`src/design/ivs_pkg.sv`:
```
// shared types and constants of the irrigation valve sequencer
package ivs_pkg;

  // valve bank
  localparam int unsigned VALVE_COUNT = 5;

  // schedule slots
  localparam int unsigned SLOT_REGS  = 4;
  localparam int unsigned SLOT_COUNT = 4;
  localparam int unsigned SLOT_LIMIT = (SLOT_COUNT < SLOT_REGS) ? SLOT_COUNT : SLOT_REGS;

  // timing and window terms
  localparam int unsigned MS_PER_S      = 1000;
  localparam int unsigned DUR_WIN_MULT  = 5;
  localparam int unsigned WATCHDOG_MULT = 2;

  // configuration port
  localparam int unsigned CFG_AW = 5;
  localparam int unsigned CFG_DW = 32;

  // register indexes
  localparam logic [2:0] REG_DURATION   = 3'd0;
  localparam logic [2:0] REG_INTERVAL   = 3'd1;
  localparam logic [2:0] REG_SLOT_0     = 3'd2;
  localparam logic [2:0] REG_SLOT_1     = 3'd3;
  localparam logic [2:0] REG_SLOT_2     = 3'd4;
  localparam logic [2:0] REG_SLOT_3     = 3'd5;
  localparam logic [2:0] REG_SLOT_COUNT = 3'd6;

  // register reset values
  localparam logic [15:0] DURATION_RST   = 16'd300;
  localparam logic [15:0] INTERVAL_RST   = 16'd30;
  localparam logic [10:0] SLOT_0_RST     = 11'(7 * 60);
  localparam logic [10:0] SLOT_1_RST     = 11'(17 * 60);
  localparam logic [10:0] SLOT_2_RST     = 11'd0;
  localparam logic [10:0] SLOT_3_RST     = 11'd0;
  localparam logic [2:0]  SLOT_COUNT_RST = 3'd2;

  typedef enum logic [1:0] {
    OP_TICK  = 2'd0,
    OP_OPEN  = 2'd1,
    OP_CLOSE = 2'd2
  } opcode_e;

  typedef struct packed {
    logic [1:0]  opcode;
    logic [2:0]  valve_index;
    logic [31:0] now_ms;
    logic [10:0] minute_of_day;
    logic [2:0]  weekday;
    logic [4:0]  moisture_wet;
  } item_t;

  typedef struct packed {
    logic [4:0] valve_open_mask;
    logic       in_watering_window;
    logic       sequence_running;
    logic [2:0] active_valve;
    logic       watchdog_fired;
  } result_t;

  typedef struct packed {
    logic [15:0]                watering_duration_s;
    logic [15:0]                interval_term;
    logic [SLOT_REGS-1:0][10:0] slot_time;
    logic [2:0]                 slot_count;
  } cfg_t;

endpackage

```
`src/design/ivs_cfg.sv`:
```
// configuration register file with apb-style access
module ivs_cfg (
  input  logic                      clk_i,
  input  logic                      rst_ni,
  input  logic                      psel,
  input  logic                      penable,
  input  logic                      pwrite,
  input  logic [ivs_pkg::CFG_AW-1:0] paddr,
  input  logic [ivs_pkg::CFG_DW-1:0] pwdata,
  output logic [ivs_pkg::CFG_DW-1:0] prdata,
  output logic                      pready,
  output ivs_pkg::cfg_t             cfg_o
);

  ivs_pkg::cfg_t cfg_q;
  logic [2:0]    reg_idx;
  logic          wr_en;

  assign reg_idx = paddr[4:2];
  assign wr_en   = psel && penable && pwrite;
  assign pready  = 1'b1;
  assign cfg_o   = cfg_q;

  always_ff @(posedge clk_i or negedge rst_ni) begin
    if (!rst_ni) begin
      cfg_q.watering_duration_s <= ivs_pkg::DURATION_RST;
      cfg_q.interval_term       <= ivs_pkg::INTERVAL_RST;
      cfg_q.slot_time[0]        <= ivs_pkg::SLOT_0_RST;
      cfg_q.slot_time[1]        <= ivs_pkg::SLOT_1_RST;
      cfg_q.slot_time[2]        <= ivs_pkg::SLOT_2_RST;
      cfg_q.slot_time[3]        <= ivs_pkg::SLOT_3_RST;
      cfg_q.slot_count          <= ivs_pkg::SLOT_COUNT_RST;
    end else if (wr_en) begin
      unique case (reg_idx)
        ivs_pkg::REG_DURATION:   cfg_q.watering_duration_s <= pwdata[15:0];
        ivs_pkg::REG_INTERVAL:   cfg_q.interval_term       <= pwdata[15:0];
        ivs_pkg::REG_SLOT_0:     cfg_q.slot_time[0]        <= pwdata[10:0];
        ivs_pkg::REG_SLOT_1:     cfg_q.slot_time[1]        <= pwdata[10:0];
        ivs_pkg::REG_SLOT_2:     cfg_q.slot_time[2]        <= pwdata[10:0];
        ivs_pkg::REG_SLOT_3:     cfg_q.slot_time[3]        <= pwdata[10:0];
        ivs_pkg::REG_SLOT_COUNT: cfg_q.slot_count          <= pwdata[2:0];
        default: ;
      endcase
    end
  end

  always_comb begin
    unique case (reg_idx)
      ivs_pkg::REG_DURATION:   prdata = 32'(cfg_q.watering_duration_s);
      ivs_pkg::REG_INTERVAL:   prdata = 32'(cfg_q.interval_term);
      ivs_pkg::REG_SLOT_0:     prdata = 32'(cfg_q.slot_time[0]);
      ivs_pkg::REG_SLOT_1:     prdata = 32'(cfg_q.slot_time[1]);
      ivs_pkg::REG_SLOT_2:     prdata = 32'(cfg_q.slot_time[2]);
      ivs_pkg::REG_SLOT_3:     prdata = 32'(cfg_q.slot_time[3]);
      ivs_pkg::REG_SLOT_COUNT: prdata = 32'(cfg_q.slot_count);
      default:                 prdata = '0;
    endcase
  end

endmodule

```
`src/design/ivs_core.sv`:
```
// sequencer state registers and single-pass next-state logic
module ivs_core (
  input  logic             clk_i,
  input  logic             rst_ni,
  input  logic             en_i,
  input  ivs_pkg::item_t   item_i,
  input  ivs_pkg::cfg_t    cfg_i,
  output ivs_pkg::result_t result_o
);

  localparam int unsigned VW = ivs_pkg::VALVE_COUNT;
  localparam int unsigned SW = $clog2(ivs_pkg::VALVE_COUNT + 1);

  logic [VW-1:0] valve_open_q, valve_open_d;
  logic          window_q, window_d;
  logic          running_q, running_d;
  logic [SW-1:0] seq_q, seq_d;
  logic [31:0]   start_q, start_d;
  logic [2:0]    sday_q, sday_d;
  logic [10:0]   sslot_q, sslot_d;
  logic [10:0]   aslot_q, aslot_d;
  logic          fired;

  logic [2:0]    n_slots;
  logic [31:0]   win_span;
  logic [31:0]   dur_ms;
  logic [31:0]   dog_ms;
  logic [VW-1:0] wet;

  function automatic logic [VW-1:0] vbit(input int unsigned idx);
    logic [VW-1:0] b;
    b = '0;
    if (idx < ivs_pkg::VALVE_COUNT) begin
      b = VW'(1) << idx;
    end
    return b;
  endfunction

  assign n_slots = (32'(cfg_i.slot_count) > ivs_pkg::SLOT_LIMIT)
                   ? 3'(ivs_pkg::SLOT_LIMIT) : cfg_i.slot_count;
  assign win_span = 32'(cfg_i.watering_duration_s) * 32'(ivs_pkg::DUR_WIN_MULT)
                  + 32'(cfg_i.interval_term) * 32'(ivs_pkg::VALVE_COUNT);
  assign dur_ms = 32'(cfg_i.watering_duration_s) * 32'(ivs_pkg::MS_PER_S);
  assign dog_ms = 32'(cfg_i.watering_duration_s)
                * 32'(ivs_pkg::MS_PER_S * ivs_pkg::WATCHDOG_MULT);
  assign wet    = VW'(item_i.moisture_wet);

  always_comb begin
    valve_open_d = valve_open_q;
    window_d     = window_q;
    running_d    = running_q;
    seq_d        = seq_q;
    start_d      = start_q;
    sday_d       = sday_q;
    sslot_d      = sslot_q;
    aslot_d      = aslot_q;
    fired        = 1'b0;

    unique case (item_i.opcode)
      ivs_pkg::OP_TICK: begin
        valve_open_d = valve_open_d & ~wet;

        // schedule search, highest matching slot wins
        if (!window_q) begin
          for (int i = 0; i < ivs_pkg::SLOT_REGS; i++) begin
            if ((i < 32'(n_slots)) &&
                (item_i.minute_of_day >= cfg_i.slot_time[i]) &&
                (32'(item_i.minute_of_day) <= 32'(cfg_i.slot_time[i]) + win_span) &&
                ((sday_q != item_i.weekday) || (sslot_q != cfg_i.slot_time[i]))) begin
              window_d = 1'b1;
              aslot_d  = cfg_i.slot_time[i];
            end
          end
        end

        if (window_d && !running_q) begin
          running_d    = 1'b1;
          seq_d        = '0;
          valve_open_d = valve_open_d | vbit(0);
          start_d      = item_i.now_ms;
        end else if (window_d && running_q) begin
          if ((item_i.now_ms - start_q) > dur_ms) begin
            valve_open_d = valve_open_d & ~vbit(32'(seq_q));
            seq_d        = seq_q + SW'(1);
            if (32'(seq_d) >= ivs_pkg::VALVE_COUNT) begin
              running_d = 1'b0;
              window_d  = 1'b0;
              sday_d    = item_i.weekday;
              sslot_d   = aslot_d;
            end else begin
              valve_open_d = valve_open_d | vbit(32'(seq_d));
              start_d      = item_i.now_ms;
            end
          end
        end else if (!window_d && running_q) begin
          valve_open_d = valve_open_d & ~vbit(32'(seq_q));
          running_d    = 1'b0;
        end

        // overtime watchdog
        if (running_d && ((item_i.now_ms - start_d) > dog_ms)) begin
          valve_open_d = '0;
          sday_d       = item_i.weekday;
          sslot_d      = aslot_d;
          window_d     = 1'b0;
          running_d    = 1'b0;
          fired        = 1'b1;
        end
      end
      ivs_pkg::OP_OPEN:  valve_open_d = valve_open_q | vbit(32'(item_i.valve_index));
      ivs_pkg::OP_CLOSE: valve_open_d = valve_open_q & ~vbit(32'(item_i.valve_index));
      default: ;
    endcase
  end

  always_ff @(posedge clk_i or negedge rst_ni) begin
    if (!rst_ni) begin
      valve_open_q <= '0;
      window_q     <= 1'b0;
      running_q    <= 1'b0;
      seq_q        <= '0;
      start_q      <= '0;
      sday_q       <= '0;
      sslot_q      <= '0;
      aslot_q      <= '0;
    end else if (en_i) begin
      valve_open_q <= valve_open_d;
      window_q     <= window_d;
      running_q    <= running_d;
      seq_q        <= seq_d;
      start_q      <= start_d;
      sday_q       <= sday_d;
      sslot_q      <= sslot_d;
      aslot_q      <= aslot_d;
    end
  end

  assign result_o.valve_open_mask    = 5'(valve_open_d);
  assign result_o.in_watering_window = window_d;
  assign result_o.sequence_running   = running_d;
  assign result_o.active_valve       = 3'(seq_d);
  assign result_o.watchdog_fired     = fired;

endmodule

```
`src/design/irrigation_valve_sequencer.sv`:
```
// top level of the irrigation valve sequencer
//
// input channel (in_valid_i, in_ready_o, in_data_i) carries one transaction per
// tick or manual valve command; output channel (out_valid_o, out_ready_i,
// out_data_o) returns exactly one result transaction per input transaction,
// in order. configuration sits on the apb-style port, one register per word
// at byte address 4*index; pready is always high and writes take effect at
// the access cycle. write configuration only while no transaction is in flight.
// a transaction accepted at one edge is captured in the input register; the
// step logic runs against the state registers and the result is loaded into
// the output register once it is empty or being read, then shows on
// out_valid_o. throughput is one transaction per cycle while the receiver
// does not stall, set by the single input-register to output-register pass.
// when the receiver stalls, the result holds in the output register and one
// more transaction waits in the input register; in_ready_o then drops.
// reset clears all valves, flags, served-slot records and the valid bits of
// both registers, and loads the configuration defaults.
module irrigation_valve_sequencer (
  input  logic                       clk_i,
  input  logic                       rst_ni,
  input  logic                       in_valid_i,
  output logic                       in_ready_o,
  input  ivs_pkg::item_t             in_data_i,
  output logic                       out_valid_o,
  input  logic                       out_ready_i,
  output ivs_pkg::result_t           out_data_o,
  input  logic                       psel,
  input  logic                       penable,
  input  logic                       pwrite,
  input  logic [ivs_pkg::CFG_AW-1:0] paddr,
  input  logic [ivs_pkg::CFG_DW-1:0] pwdata,
  output logic [ivs_pkg::CFG_DW-1:0] prdata,
  output logic                       pready
);

  ivs_pkg::cfg_t    cfg;
  ivs_pkg::item_t   item_q;
  ivs_pkg::result_t result;
  ivs_pkg::result_t out_data_q;
  logic             item_valid_q;
  logic             out_valid_q;
  logic             advance;
  logic             in_fire;

  ivs_cfg u_cfg (
    .clk_i   (clk_i),
    .rst_ni  (rst_ni),
    .psel    (psel),
    .penable (penable),
    .pwrite  (pwrite),
    .paddr   (paddr),
    .pwdata  (pwdata),
    .prdata  (prdata),
    .pready  (pready),
    .cfg_o   (cfg)
  );

  ivs_core u_core (
    .clk_i    (clk_i),
    .rst_ni   (rst_ni),
    .en_i     (advance),
    .item_i   (item_q),
    .cfg_i    (cfg),
    .result_o (result)
  );

  assign advance    = item_valid_q && (!out_valid_q || out_ready_i);
  assign in_ready_o = !item_valid_q || advance;
  assign in_fire    = in_valid_i && in_ready_o;

  always_ff @(posedge clk_i or negedge rst_ni) begin
    if (!rst_ni) begin
      item_valid_q <= 1'b0;
    end else if (in_fire) begin
      item_valid_q <= 1'b1;
    end else if (advance) begin
      item_valid_q <= 1'b0;
    end
  end

  always_ff @(posedge clk_i) begin
    if (in_fire) begin
      item_q <= in_data_i;
    end
  end

  always_ff @(posedge clk_i or negedge rst_ni) begin
    if (!rst_ni) begin
      out_valid_q <= 1'b0;
    end else if (advance) begin
      out_valid_q <= 1'b1;
    end else if (out_ready_i) begin
      out_valid_q <= 1'b0;
    end
  end

  always_ff @(posedge clk_i) begin
    if (advance) begin
      out_data_q <= result;
    end
  end

  assign out_valid_o = out_valid_q;
  assign out_data_o  = out_data_q;

endmodule

```
`config.mk`:
```
export PLATFORM = sky130hd
export DESIGN_NAME = irrigation_valve_sequencer
export DESIGN_NICKNAME = d
export VERILOG_FILES = /design/src/design/ivs_pkg.sv /design/src/design/ivs_cfg.sv /design/src/design/ivs_core.sv /design/src/design/irrigation_valve_sequencer.sv
export SDC_FILE = /design/constraint.sdc
export NUM_CORES = 1
export LEC_CHECK = 0
export ABC_AREA = 1
export ABC_CLOCK_PERIOD_IN_PS = 26800
export BUFFER_PORTS_ARGS = -buffer_cell sky130_fd_sc_hd__buf_2
export CAP_MARGIN = 20
export CORE_ASPECT_RATIO = 0.8
export CORE_MARGIN = 3
export CORE_UTILIZATION = 30
export CTS_CLUSTER_SIZE = 25
export DETAILED_ROUTE_END_ITERATION = 8
export PLACE_DENSITY_LB_ADDON = 0.3
export SLEW_MARGIN = 40
export SYNTH_ARGS = -nofsm -noshare
export SYNTH_HDL_FRONTEND = slang
export SYNTH_SLANG_ARGS = --single-unit
```
`constraint.sdc`:
```
create_clock -name clk_i -period 26.8 [get_ports clk_i]
set_clock_uncertainty 0.2 [all_clocks]
set_input_delay 6.7 -clock clk_i [delete_from_list [all_inputs] [get_ports clk_i]]
set_output_delay 6.7 -clock clk_i [all_outputs]
set_load 0.05 [all_outputs]
```
# After elaboration in Yosys (flattened, before gate mapping)
# Index checks and enable logic that the tools add are counted.
totals:
  regBits: 215
  latchBits: 0
  mem_bits_rw: 0
  romBits: 0
  wordCells: 208
  n_memories: 0
op_classes:
  add_sub_neg: 8
  multipliers: 4
  div_mod_pow: 0
  magnitude_cmp: 19
  eq_ne: 14
  shifts: 3
  muxes: 76
  n_bitwise: 10
  n_reduce_logical: 46
op_table:
  columns: ["cell", "n"]
  rows:
  - ["2-to-1 mux 32 bit", 5]
  - ["adder 11 x 32 -> 32 bit", 4]
  - ["less-or-equal comparator 11 x 32 -> 1 bit", 4]
  - ["2-to-1 mux 5 bit", 24]
  - ["one-hot mux 16 bit (7 select lines)", 1]
  - ["2-to-1 mux 11 bit", 10]
  - ["subtractor 32 bit", 2]
  - ["multiplier 16 x 7 -> 23 bit, second input constant", 2]
  - ["greater-or-equal comparator 11 bit", 4]
  - ["!= test 11 bit", 4]
  - ["multiplier 16 x 3 -> 19 bit, second input constant", 2]
  - ["greater-than comparator 32 x 26 -> 1 bit", 1]
  - ["greater-than comparator 32 x 27 -> 1 bit", 1]
  - ["2-to-1 mux 3 bit", 10]
  - ["2-to-1 mux 1 bit", 25]
  - ["adder 19 x 19 -> 20 bit", 1]
  - ["bitwise AND 5 bit", 4]
  - ["logical AND 1 bit", 20]
  - ["NOT 5 bit", 4]
  - ["AND reduction 2 bit", 8]
  - ["one-hot mux 5 bit (3 select lines)", 1]
  - ["left shift 1 x 3 -> 5 bit, first input constant", 3]
  - ["bitwise OR 5 bit", 2]
  - ["nonzero test 2 bit", 5]
  - ["other kinds (18)", 33]

# Depth between registers and ports, before layout
# Gate-level depths: netlist of the first run.
depth:
  ltp_word: 25
  depth_mapped: 76
  depth_no_buf: 73

# Modules after synthesis
# Synthesis of the first run repeated with hierarchy kept, for this count alone.
unflattened:
  hier_cells: 3387
  area_unflattened_um2: 25099.1
by_module_without_submodules:
  columns: ["module", "n_inst", "cells_each", "area_each_um2", "seq_area_each_um2"]
  rows:
  - ["ivs_core", 1, 2790, 18830.6, 1676.6]
  - ["ivs_cfg", 1, 518, 4161.5, 2003.2]
  - ["irrigation_valve_sequencer", 1, 79, 2107.0, 2062.0]

# Worst setup path after synthesis of the first run
# No wires, ideal clock.
synth_path:
  path_kind: "input port to output port"
  from: "input port paddr[4] (netlist name)"
  to: "output port prdata[2] (netlist name)"
  arrival_ns: 8.390
  required_time_ns: 19.900
  slack_ns: 11.510
  stages: 4
  cell_sequence: "clkbuf_1 > nor3_1 > inv_1 > o211ai_1"
synth_between:
  elab_chain_cells: 2
  elab_cells_between_ends: 8
  classes_between: "6 x eq/ne; 1 x mux; 1 x reduce/logical"
synth_rtl:
  columns: ["element", "line", "source"]
  rows:
  - ["from (decl)", "irrigation_valve_sequencer.sv:30", "input logic [ivs_pkg::CFG_AW-1:0] paddr,"]
  - ["== test 3 bit, or another cell as far along", "ivs_cfg.sv:48", "unique case (reg_idx)"]
  - ["one-hot mux 16 bit (7 select lines) (*)", "ivs_cfg.sv:48", null]
  - ["to (decl)", "irrigation_valve_sequencer.sv:32", "output logic [ivs_pkg::CFG_DW-1:0] prdata,"]
# Mark *: on every way between the ends. The rest lies on a longest branch, timed or not.

# Final worst setup path of the first run
layout_path:
  from: "input port paddr[2] (netlist name)"
  to: "output port prdata[8] (netlist name)"
# The elaborated chain is that of the path after synthesis.

==> results.toml, run 1 <==
[status]
status = "finished clean"

[clocking]
post_cts_hold_buffer_count = 0
post_cts_resize_count = 0
cts.repair_timing.setup_buffer_count = 0
worstSkewPairLatency_ps = 590
max_clock_buf_depth = 3
path_clk_slew_ps = 50
tritoncts = "yes"
tritoncts_num_sinks = 215
h-tree-depth = 1
cts_root_buffer = "sky130_fd_sc_hd__clkbuf_16"
cts-buffers-inserted = 28

[critical_path]
crit_path_start_kind = "input pin"
critical_path.most_common_cell = "sky130_fd_sc_hd__buf_2"
critical_path.cell_chain = "buf_2 > nor2_1 > nand2_1 > inv_1 > a221oi_1 > o2111ai_1 > buf_2"
cp.arrival_ps = 8940
critPathKind = "input pin to primary output"
critPathMaxStageDelay_ps = 600
critical_path_peak_fanout = 12
kind_of_end_point_of_the_critical_path = "primary output"
timing.critical_path.required_ps = 19900
critical-path-slowest-cell = "sky130_fd_sc_hd__a221oi_1"

[synth]
postSynth.asyncResetShare_pct = 68.84
ys_seq_elements = 215
synth.cell_area_um2 = 24070
yosys-top-cells-count = "737 x sky130_fd_sc_hd__nand2_1, 401 x sky130_fd_sc_hd__inv_1, 350 x sky130_fd_sc_hd__ha_1"
synth_sequential_area_ratio_pct = 23.85
synth-edff-count = 67
synth.top_cell.area_share_pct = 18.19
synth.avg_cell_area_um2 = 7.584
synthDistinctLibCells = 66
post_synth_inst_count = 3174
synth_flop_cell = "sky130_fd_sc_hd__dfrtp_1"
netlist.top_cell.by_area = "sky130_fd_sc_hd__ha_1"
synth.area.top_cells = "sky130_fd_sc_hd__ha_1 18%, sky130_fd_sc_hd__dfrtp_1 13%, sky130_fd_sc_hd__nand2_1 11%"
ys.warnings.count = 0
synthMostInstantiatedCell = "sky130_fd_sc_hd__nand2_1"

[floorplanning]
die_y_um = 259.4
fp.dieArea_um2 = 83700
chipWidth_um = 322.7
num_rows = 92
io_pins = 146
start_util_pct = 30.40
placeable_core_region_um2 = 79200

[layout]
num-fill-cells = 8442
design.final.nets = 3811
drive_gt1_share_pct = 8.108
synth_to_layout_area_growth_pct = 11.06

[sta]
timing.slew.headroom_pct = 44.20
timing_max_transition_violations_final = 0
tightestPinTransition_ps = 837.0
totalNegativeSetupSlack_ps = 0
timing.fmax_mhz = 63.12
report.final.hold_viol_count = 0
rsz0062_at_grt = "false"
final.period_utilization_pct = 59.12
final.min_clock_period_ps = 15840
final-setup-viol-count = 0

[route]
dr_total_vias = 22000
via_per_inst = 5.080
routedWlPerCell_um = 18.55
drt_iter0_drc = 2010
drc_violations_left = 0
dr.pass1.iters = 5
route.final.wire_length_mm = 80.32
drt.antenna.violating_nets = 0

[global_route]
grt_start_max_net_pins = 77
grt_overflow = 0
grt_pass1_wl_mm = 123.6
global_route.usage.total_pct = 19.01
grt_antenna_before_repair = 4
grt_pass1_vias = 20680

[flow_run]
max_cap_viol_count = 0

[hold_path]
holdCritPathClass = "flop to flop"

[placement]
place_hpwl_mm = 64.01
port_buffers = 110
place.gp.congestion = 0.9864
layer usage:
layer,track usage (%),part of all wire (%)
met4,3.834,2.2
met1,29.05,50
met3,3.196,7.9
met2,27.81,40
met5,0,0.017
worst max-delay path, delay by kind of cell:
kind / cells / cell delay, ps
AOI/OAI and AO/OA: 2 / 960
and+or+nand+nor: 2 / 390
buffers and inverters: 3 / 870
cell families after synthesis:
logic type,after synthesis,share of synthesized area [%]
compound gates,635,14.87
flops,215,23.85
fa+ha+maj,440,25.68
other cells,2,0.03120
simple gates,1244,22.15
xor+xnor,148,5.385
mux,1,0.04677
buf+inv,489,7.994
cell type report:
| cell class | instances | area [um2] | share of cell area [%] |
|---|---|---|---|
| antenna | 3 | 7.507 | 0.02808 |
| clock buffer | 43 | 828.3 | 3.098 |
| clock inverter | 9 | 135.1 | 0.5054 |
| inverter | 415 | 1558 | 5.826 |
| multi-input combinational | 2485 | 16490 | 61.67 |
| sequential | 215 | 5742 | 21.48 |
| tap | 1034 | 1294 | 4.839 |
| timing repair buffer | 126 | 683.2 | 2.555 |
cell usage in the layout (no fill, tap or decap), types with 28 or more instances in the layout:
cell                          n
sky130_fd_sc_hd__buf_2      109
sky130_fd_sc_hd__fa_1        90
sky130_fd_sc_hd__xnor2_1     62
sky130_fd_sc_hd__edfxtp_1    67
sky130_fd_sc_hd__ha_1       350
sky130_fd_sc_hd__xor2_1      86
sky130_fd_sc_hd__nand3_1    150
sky130_fd_sc_hd__dfrtp_1    127
sky130_fd_sc_hd__nand2_2     28
sky130_fd_sc_hd__clkbuf_16   29
sky130_fd_sc_hd__nand2_1    735
sky130_fd_sc_hd__a21oi_1    215
sky130_fd_sc_hd__nand4_1     43
sky130_fd_sc_hd__nor3_1      34
sky130_fd_sc_hd__inv_1      400
sky130_fd_sc_hd__nor2_1     192
sky130_fd_sc_hd__o21ai_0    260
state kept, by name (all words and copies together), names as in the netlist:
register             flops
u_core.valve_open_q      5
u_core.sslot_q          11
u_core.sday_q            3
u_core.running_q         1
item_q                  56
u_core.window_q          1
u_cfg.cfg_o             79
u_core.seq_q             3
u_core.start_q          32
out_data_o              11
item_valid_q             1
out_valid_o              1
u_core.aslot_q          11
per-stage QoR:
step / instances / setup slack (ps) / cell area (um2) / hold slack, ps / util, %
6_report: 4330 / 10960 / 26740 / 293.5 / 33.76
5_1_grt: 4327 / 10900 / 26730 / 324.7 / 33.75
4_1_cts: 4327 / 11110 / 26720 / 298.4 / 33.74
3_5_place_dp: 4275 / 11120 / 25760 / 286.5 / 32.53
3_3_place_gp: 4275 / 11130 / 25750 / 281.6 / 32.51
2_1_floorplan: 3189 / 11510 / 24130 / 262.0 / -
path summary, 6_finish.rpt:
path	startpoint	endpoint	slack [ps]	cells after the start
worst max-delay path	paddr[2]	prdata[8]	10960	7
worst min-delay path	u_core.sday_q[2]	u_core.sday_q[2]	290	2
worst max register to register	u_cfg.cfg_o[69]	u_core.sslot_q[4]	12300	68
worst min register to register	u_core.sday_q[2]	u_core.sday_q[2]	290	2
max in group asynchronous	rst_ni	u_cfg.cfg_o[62]	19280	2
min in group asynchronous	rst_ni	u_core.sslot_q[7]	5940	1
Power of run 1 is left out: the tool's default activity adds up to more than one toggle a clock period on the data nets, which glitch-free logic cannot reach.
==> run 2, diff against run 1 <==
--- a/config.mk
+++ b/config.mk
@@ -6,7 +6,7 @@
 export NUM_CORES = 1
 export LEC_CHECK = 0
 export ABC_AREA = 1
-export ABC_CLOCK_PERIOD_IN_PS = 26800
+export ABC_CLOCK_PERIOD_IN_PS = 15700
 export BUFFER_PORTS_ARGS = -buffer_cell sky130_fd_sc_hd__buf_2
 export CAP_MARGIN = 20
 export CORE_ASPECT_RATIO = 0.8
==> constraint.sdc (replaced) <==
create_clock -name clk_i -period 15.7 [get_ports clk_i]
set_clock_uncertainty 0.2 [all_clocks]
set_input_delay 3.925 -clock clk_i [delete_from_list [all_inputs] [get_ports clk_i]]
set_output_delay 3.925 -clock clk_i [all_outputs]
set_load 0.05 [all_outputs]
==> results.toml, run 2 (same netlist as run 1, synthesis figures left out) <==
[sta]
final-setup-viol-count = 0
report.final.hold_viol_count = 0
final_worst_slack_ps = 2247
final.min_clock_period_ps = 13450
timing_max_transition_violations_final = 0
rsz0062_at_grt = "false"
timing.fmax_mhz = 74.33
timing.slew.headroom_pct = 47.05
tightestPinTransition_ps = 788.2
final.period_utilization_pct = 85.69
totalNegativeSetupSlack_ps = 0

[global_route]
grt_pass1_wl_mm = 123.1
grt_antenna_before_repair = 3
grt_start_max_net_pins = 58
global_route.usage.total_pct = 18.71
grt_pass1_vias = 20640
grt_overflow = 0

[placement]
place_hpwl_mm = 63.14
port_buffers = 110
preCtsSetupSlack_ps = 2419
place.gp.congestion = 0.9741

[floorplanning]
chipWidth_um = 322.7
io_pins = 146
fp.dieArea_um2 = 83700
placeable_core_region_um2 = 79200
start_util_pct = 30.40
die_y_um = 259.4
num_rows = 92

[layout]
final_cell_mix = "733 x sky130_fd_sc_hd__nand2_1, 400 x sky130_fd_sc_hd__inv_1, 350 x sky130_fd_sc_hd__ha_1, 261 x sky130_fd_sc_hd__o21ai_0, 215 x sky130_fd_sc_hd__a21oi_1"
design.final.nets = 3813
antenna_cells_inserted = 0
drive_gt1_share_pct = 8.136
largest_register_ff_count = 79
num-fill-cells = 8485
synth_to_layout_area_growth_pct = 10.48
commonest_non_fill_non_tap_cell_in_the_layout = "sky130_fd_sc_hd__nand2_1"

[route]
routedWlPerCell_um = 18.11
via_per_inst = 5.033
dr.pass1.iters = 5
route.final.wire_length_mm = 78.38
drt_iter0_drc = 1851
drc_violations_left = 0
dr_total_vias = 21780
drt.antenna.violating_nets = 0

[critical_path]
critical_path.most_common_cell = "sky130_fd_sc_hd__nand2_1"
crit_path_start_kind = "flop"
kind_of_end_point_of_the_critical_path = "flop"
worst_setup_path_startpoint = "u_cfg.cfg_o[67]"
critPathKind = "flop to flop"
critical-path-slowest-cell = "sky130_fd_sc_hd__dfrtp_1"
setup.worst_path.end = "u_core.sslot_q[3]"
timing.critical_path.required_ps = 15970
cp.arrival_ps = 13720
r2r_end = "u_core.sslot_q[3]"
critPathMaxStageDelay_ps = 680
critical_path_peak_fanout = 13
worst_case_register_to_register_setup_slack_ps = 2250
reg2reg_from = "u_cfg.cfg_o[67]"
reg2reg_depth = 65

[clocking]
max_clock_buf_depth = 3
cts-buffers-inserted = 27
tritoncts_num_sinks = 215
post_cts_hold_buffer_count = 0
tritoncts = "yes"
post_cts_resize_count = 0
cts.repair_timing.setup_buffer_count = 0
h-tree-depth = 1
cts_root_buffer = "sky130_fd_sc_hd__clkbuf_16"
path_clk_slew_ps = 60
worstSkewPairLatency_ps = 580

[flow_run]
max_cap_viol_count = 0

[hold_path]
holdCritPathClass = "flop to flop"

[status]
status = "finished clean"
[run 2: cell types whose count changed in the layout (fill, tap and decap cells not counted), sizes merged]
cell,before,now
buf,125,129
bufinv,3,0
clkbuf,44,31
clkinv,9,17
clkinvlp,0,1
diode,3,0
inv,412,416
[run 2: final cells by class]
| cell class | instances | area (um2) | share of cell area, % |
|---|---|---|---|
| clock buffers | 31 | 700.7 | 2.634 |
| clock inverters | 19 | 111.4 | 0.4187 |
| inverters | 415 | 1558 | 5.857 |
| multi-input cells | 2485 | 16490 | 61.99 |
| flip-flops and latches | 215 | 5742 | 21.59 |
| well taps | 1034 | 1294 | 4.864 |
| repair buffers | 129 | 703.2 | 2.644 |
[run 2: how the worst min path moves through the flow]
stage	startpoint	to	cells after the start
after global placement	u_core.sday_q[0]	u_core.sday_q[0]	2
final	u_core.sday_q[0]	u_core.sday_q[0]	2
after CTS	u_core.sday_q[0]	u_core.sday_q[0]	2
after floorplan	u_core.sday_q[0]	u_core.sday_q[0]	2
after detailed placement	u_core.sday_q[0]	u_core.sday_q[0]	2
after global routing	u_core.sday_q[2]	u_core.sday_q[2]	2
[run 2: metrics by stage]
stage | hold slack [ps] | cell area (um2) | instances | utilization, %
final | 297.2 | 26600 | 4328 | 33.58
after global routing | 334.7 | 26600 | 4328 | 33.58
after CTS | 305.2 | 26590 | 4328 | 33.57
after detailed placement | 289.9 | 25770 | 4278 | 32.54
after global placement | 275.7 | 25770 | 4278 | 32.54
after floorplan | 262.0 | 24130 | 3189 | -
[run 2: metal layers]
metal / track usage (%) / vias up / share of wire, %
met5: 0 / - / 0.017
met4: 3.138 / 2 / 1.7
met3: 1.871 / 78 / 6.0
met2: 27.62 / 638 / 40
met1: 29.43 / 10210 / 52
li1: - / 10860 / -
[run 2: worst max-delay path, delay by kind of cell (launching register included)]
family	cells	cell delay, ps
AOI/OAI and AO/OA	12	2580
xor gates and xnor gates	3	450
adders and majority gates	8	3200
buffers and inverters	8	1230
DFF	1	680
and+or+nand+nor	34	4970
Power of run 2 is left out for the same reason.
